==> config.mk <==
export PLATFORM = sky130hd
export DESIGN_NAME = rci_sqrt
export DESIGN_NICKNAME = d
export VERILOG_FILES = /design/src/rtl/ray_cylinder_intersect_defines.svh /design/src/rtl/rci_sqrt.sv
export SDC_FILE = /design/constraint.sdc
export NUM_CORES = 2
export LEC_CHECK = 0
export ABC_AREA = 0
export BUFFER_PORTS_ARGS = -buffer_cell sky130_fd_sc_hd__buf_2
export CAP_MARGIN = 20
export CORE_UTILIZATION = 52
export DETAILED_ROUTE_END_ITERATION = 16
export PLACE_DENSITY = 0.7
export SLEW_MARGIN = 40
export SYNTH_ARGS = -nofsm -noshare
export SYNTH_HDL_FRONTEND = slang
export SYNTH_SLANG_ARGS = --single-unit
==> constraint.sdc <==
create_clock -name clk_i -period 4.2 [get_ports clk_i]
set_input_delay 0.21 -clock clk_i [delete_from_list [all_inputs] [get_ports clk_i]]
set_output_delay 0.21 -clock clk_i [all_outputs]
set_load 0.005 [all_outputs]
==> src/rtl/ray_cylinder_intersect_defines.svh <==
// Assertion helpers shared by the block's RTL.
`ifndef RAY_CYLINDER_INTERSECT_DEFINES_SVH
`define RAY_CYLINDER_INTERSECT_DEFINES_SVH

// Clocked assertion, switched off while reset is held.
`define RCI_ASSERT(lbl, prop, msg) \
  lbl: assert property (@(posedge clk_i) disable iff (!rst_ni) (prop)) else $error(msg);

// Check a property of the result item whenever one is offered.
`define RCI_ASSERT_OUT(lbl, prop, msg) \
  `RCI_ASSERT(lbl, m_axis_tvalid_o |-> (prop), msg)

`endif

==> src/rtl/rci_sqrt.sv <==
`default_nettype none

// Floor square root of a 64-bit value, one root bit per stage.
module rci_sqrt #(
  parameter int unsigned SIDE_W = 8
) (
  input  wire logic              clk_i,
  input  wire logic              rst_ni,
  input  wire logic              en_i,
  input  wire logic              valid_i,
  input  wire logic [63:0]       x_i,
  input  wire logic [SIDE_W-1:0] side_i,
  output logic                   valid_o,
  output logic [31:0]            root_o,
  output logic [SIDE_W-1:0]      side_o
);

  localparam int NS = 32;

  logic [NS-1:0]     v_q;
  logic [63:0]       rem_q  [NS];
  logic [31:0]       root_q [NS];
  logic [SIDE_W-1:0] side_q [NS];

  always_ff @(posedge clk_i or negedge rst_ni) begin
    if (!rst_ni) begin
      v_q <= '0;
    end else if (en_i) begin
      v_q <= {v_q[NS-2:0], valid_i};
    end
  end

  for (genvar k = 0; k < NS; k++) begin : g_stage
    localparam int B = NS - 1 - k;
    logic [63:0]       rem_in;
    logic [31:0]       root_in;
    logic [SIDE_W-1:0] side_in;
    logic [64:0]       trial;

    if (k == 0) begin : g_first
      assign rem_in  = x_i;
      assign root_in = '0;
      assign side_in = side_i;
    end else begin : g_next
      assign rem_in  = rem_q[k-1];
      assign root_in = root_q[k-1];
      assign side_in = side_q[k-1];
    end

    // (root + 2^B)^2 - root^2
    assign trial = ({33'd0, root_in} << (B + 1)) + (65'd1 << (2 * B));

    always_ff @(posedge clk_i) begin
      if (en_i) begin
        side_q[k] <= side_in;
        if ({1'b0, rem_in} >= trial) begin
          rem_q[k]  <= rem_in - trial[63:0];
          root_q[k] <= root_in | (32'd1 << B);
        end else begin
          rem_q[k]  <= rem_in;
          root_q[k] <= root_in;
        end
      end
    end
  end

  assign valid_o = v_q[NS-1];
  assign root_o  = root_q[NS-1];
  assign side_o  = side_q[NS-1];

endmodule

`default_nettype wire

# [After elaboration in Yosys (flattened, before gate mapping)]
# Memory sizes are Yosys's and may differ from the RTL's.
# Cells that the tools add are included.
[totals] register_bits=32 mem_bits_rw=3328 input_bits=76 output_inout_bits=41 memories=3
[op_classes] addsub=63 n_lt_le_gt_ge=32 muxes=258 n_bitwise=64
[memory_table] memory="rem_q" depth=32 word_bits=64 read_ports=31 rd_ports_with_merged_regs=0 write_ports=32 line="rci_sqrt.sv:21" text="logic [63:0] rem_q [NS];"
[memory_table] memory="root_q" depth=32 word_bits=32 read_ports=32 rd_ports_with_merged_regs=0 write_ports=32 line="rci_sqrt.sv:22" text="logic [31:0] root_q [NS];"
[memory_table] memory="side_q" depth=32 word_bits=8 read_ports=32 rd_ports_with_merged_regs=0 write_ports=32 line="rci_sqrt.sv:23" text="logic [SIDE_W-1:0] side_q [NS];"
[op_table] operator="$mux W64" count=32
[op_table] operator="$mux W32" count=32
[op_table] operator="$mux W1" count=194
[op_table] operator="$add A63 B61 Y64 const B" count=1
[op_table] operator="$ge A64 B34 Y1" count=1
[op_table] operator="$ge A64 B35 Y1" count=1
[op_table] operator="$ge A64 B36 Y1" count=1
[op_table] operator="$ge A64 B37 Y1" count=1
[op_table] operator="$ge A64 B38 Y1" count=1
[op_table] operator="$ge A64 B39 Y1" count=1
[op_table] operator="$ge A64 B40 Y1" count=1
[op_table] operator="$ge A64 B41 Y1" count=1
[op_table] operator="$ge A64 B42 Y1" count=1
[op_table] operator="$ge A64 B43 Y1" count=1
[op_table] operator="$ge A64 B44 Y1" count=1
[op_table] operator="$ge A64 B45 Y1" count=1
[op_table] operator="$ge A64 B46 Y1" count=1
[op_table] operator="$ge A64 B47 Y1" count=1
[op_table] operator="$ge A64 B48 Y1" count=1
[op_table] operator="$ge A64 B49 Y1" count=1
[op_table] operator="$ge A64 B50 Y1" count=1
[op_table] operator="$ge A64 B51 Y1" count=1
[op_table] operator="$ge A64 B52 Y1" count=1
[op_table] operator="$ge A64 B53 Y1" count=1
[op_table] operator="75 further kinds" count=138

# [Longest topological paths before layout]
# An unclocked memory read counts as a cell.
[depth] depth_word=7 mapped_depth=15

# [Worst setup path before layout]
# No wires, ideal clock.
[synth_path] kind="input port to flip-flop" from="input port en_i" to="memory rem_q[30][0], in the netlist rem_q[1][896] (enable)" setup_ns=0.487 arrival_time_ns=3.852 required_ns=3.713 slack_ns=-0.139 path_stages=5 n_path_buf=5 cell_sequence="clkbuf_1 clkbuf_1 clkbuf_1 clkbuf_1 clkbuf_1"
[synth_lines] item="from (decl)" line="rci_sqrt.sv:9" text="input wire logic en_i,"
[synth_lines] item="to (decl)" line="rci_sqrt.sv:21"

==> impl_metrics.json <==
{
  "outcome": "completed",
  "grt_pass1_wl_um": 468000,
  "drtIter0Drc": 8215,
  "dp_cells": 13405,
  "n_fill_cell": 19294,
  "nets": 11172,
  "layout_setup_ws_ns": 0.131,
  "ctsLongestPathBuffers": 4,
  "async_flop_share": 0.0114,
  "crit_path_max_fanout": 8,
  "rows": 183,
  "finalMaxSlewViolations": 0,
  "use_met3": 0.0370,
  "cts_made_buffers": 309,
  "final_cell_mix": "edfxtp_1 (2,768), nand2_1 (752), inv_1 (691)",
  "cts_htree_levels": 5,
  "cts_setup_buffers": 0,
  "r2r_cells": 10,
  "clk_latency_ns": 0.97,
  "drc": 0,
  "cp.required_ns": 4.85,
  "fin_util": 0.591,
  "internal_power_mw": 57.2,
  "hold_viol": 0,
  "grt_max_degree": 165,
  "clk_pin_slew_worst_paths_ns": 0.06,
  "dp_slack_ns": 0.199,
  "synthesis.nets": 10677,
  "grt_use_met2": 0.406,
  "antenna_found_initial": 11,
  "synth_edf_count": 2768,
  "core_um2": 249000,
  "cpPeakStageDelay_ns": 0.65,
  "cap_violations": 0,
  "ant_nets": 0,
  "place_congestion": 0.941,
  "cts_root_buffer": "clkbuf_16",
  "overflow": 0,
  "combPwrFrac": 0.195,
  "die_w_um": 502,
  "drive_above_1_share": 0.0846,
  "p_leak_nw": 54.8,
  "synth_cell_types": 100,
  "final_common_cell": "edfxtp_1",
  "die_h_um": 502,
  "final_cell_count_no_fill": 14100,
  "seqPwrFrac": 0.474,
  "clock.fmax_mhz": 246,
  "setup.worst_path.start_class": "flip-flop",
  "worstPathCellList": "ha_1 -> nand4_1 -> or3_1 -> or4_1 -> nand4_1 -> a311oi_4 -> nor4_2 -> nand2_1 -> a2111oi_1 -> xor2_1",
  "arrival_ns": 4.72,
  "post-route-period-util": 0.969,
  "io_pins": 117,
  "rsz0062_at_grt": "no",
  "max-slew-margin-rel": 0.429,
  "clkPwrFrac": 0.331,
  "vias": 82396,
  "wl_um": 306000,
  "drt-vias-per-instance": 5.84,
  "grt.busiest_layer": "met2",
  "die-area_um2": 252000,
  "min_path_type": "input pin to async pin",
  "syn_inst": 10043,
  "synthFlopType": "edfxtp_1",
  "power.density_nw_per_um2": 543,
  "tightest_slew_ns": 0.846,
  "wl_per_cell_um": 21.7,
  "critPathKind": "flip-flop to flip-flop",
  "peakVddDrop_mv": 0.462,
  "cts_tree": "built",
  "grt_usage": 0.241,
  "drt_first_pass_iters": 6,
  "initial_core_util": 0.523,
  "cpMostUsedCell": "nand4_1",
  "yosysSeqAreaShare": 0.645,
  "syn_to_final_growth_pct": 13.0,
  "cts_num_sinks": 2800,
  "setup_viol": 0,
  "fin_crit_ns": 4.07,
  "cp_slowest_cell": "or4_1",
  "ys_warn_count": 0,
  "p_switching_mw": 22.5,
  "syn_area_um2": 130000,
  "netSwitchingFraction": 0.282,
  "grt_use_met1": 0.318,
  "portBuffers": 116,
  "synth_area_per_cell_um2": 13.0,
  "worstSetupEndpointType": "flip-flop",
  "first_global_vias": 80448,
  "ys_ff_latch": 2800,
  "dp_hpwl_um": 224000,
  "fin_skew_ns": 0.0819
}
-- cell families (layout without fill, tap and decap cells) --
| group | after synthesis | after routing | synth area share |
|---|---|---|---|
| DFF | 2800 | 2800 | 0.645 |
| muxes | 108 | 108 | 0.00924 |
| adders and majority gates | 558 | 558 | 0.0537 |
| other | 0 | 7 | 0 |
| xor gates and xnor gates | 875 | 875 | 0.0590 |
| AOI/OAI and AO/OA | 1864 | 1864 | 0.0895 |
| buffers and inverters | 925 | 1645 | 0.0270 |
| and+or+nand+nor | 2913 | 2913 | 0.116 |
-- flip-flops by register name, summed over array words and instances (netlist names) --
name	count
rem_q	1984
root_q	528
side_q	256
v_q	32
-- stage by stage --
stage	hold WS (ns)	TNS, ns	instance area, um2	power [mW]
after floorplan	-0.0856	-0.303	130000	48.5
after global placement	0.273	0	135000	53.1
after detailed placement	0.303	0	135000	53.4
after CTS	0.106	0	147000	80.0
after global routing	0.243	0	147000	83.3
final	0.267	0	147000	79.7
-- metal layers --
metal / vias up / wire length (um)
met4: 2 / 9840
met2: 2822 / 149000
met3: 581 / 19500
met1: 40315 / 128000
met5: - / 13
li1: 38676 / -
-- timing repair --
action | 4_1_cts | 5_1_grt
endpoints found under the setup margin | 0 | 43
hold buffers | 149 | 0
gates resized for setup | 0 | 7
hold endpoints to repair | 239 | 0
-- power groups by stage --
stage / Clock (mW) / Combinational (mW) / Sequential, mW
5_1_grt: 28.0 / 17.2 / 38.1
4_1_cts: 26.9 / 15.4 / 37.8
2_1_floorplan: 0 / 11.4 / 37.1
6_report: 26.4 / 15.6 / 37.8
3_3_place_gp: 0 / 14.8 / 38.2
3_5_place_dp: 0 / 15.1 / 38.3
-- cell usage after synthesis, types with 40 or more instances --
library cell,count,area share
edfxtp_1,2768,0.64
nand2_1,752,0.022
inv_1,691,0.020
o21ai_0,564,0.022
ha_1,558,0.054
nor2_1,531,0.015
a21oi_1,505,0.019
xor2_1,438,0.029
xnor2_1,436,0.029
nor4_1,351,0.017
nor3_1,265,0.010
a21o_1,254,0.015
clkbuf_1,195,0.0056
nand4_1,163,0.0078
nand3_1,141,0.0054
nand2b_1,122,0.0059
o21a_1,103,0.0059
or3_1,100,0.0048
nor2b_1,99,0.0048
mux2_2,96,0.0083
or4_1,63,0.0036
nor4b_1,62,0.0042
o21bai_1,54,0.0031
and3_1,50,0.0024
o31ai_1,45,0.0026
a211oi_1,43,0.0025
a31oi_1,40,0.0019
-- worst max-delay path, delay by kind of cell, from the launching register on --
kind | cells | cell delay, ns
XOR/XNOR | 1 | 0.12
AO/OA/AOI/OAI | 2 | 0.54
AND/OR/NAND/NOR | 6 | 2.23
adder cells (fa/ha/maj) | 1 | 0.48
flip-flops | 1 | 0.43
-- final timing paths --
| kind | start | end | slack, ns |
|---|---|---|---|
| worst max-delay path | rem_q[1][545] | rem_q[1][638] | 0.13 |
| worst min-delay path | rst_ni | v_q[1] | 0.27 |
| worst max register to register | rem_q[1][545] | rem_q[1][638] | 0.13 |
| worst min register to register | side_q[1][61] | side_q[1][69] | 0.38 |
| max in group asynchronous | rst_ni | v_q[17] | 3.74 |
| min in group clk_i | en_i | rem_q[1][827] | 0.28 |
-- layout make-up --
type / count / area (um2) / share of cell area
repair buffers: 418 / 3590 / 0.0244
multi-input cells: 6318 / 42800 / 0.291
clock inverters: 164 / 1670 / 0.0113
inverters: 691 / 2590 / 0.0177
well taps: 3330 / 4170 / 0.0284
clock buffers: 372 / 8160 / 0.0555
diodes: 7 / 17.5 / 0.000119
flip-flops and latches: 2800 / 83900 / 0.571
Power figures use the tool's default switching activity.
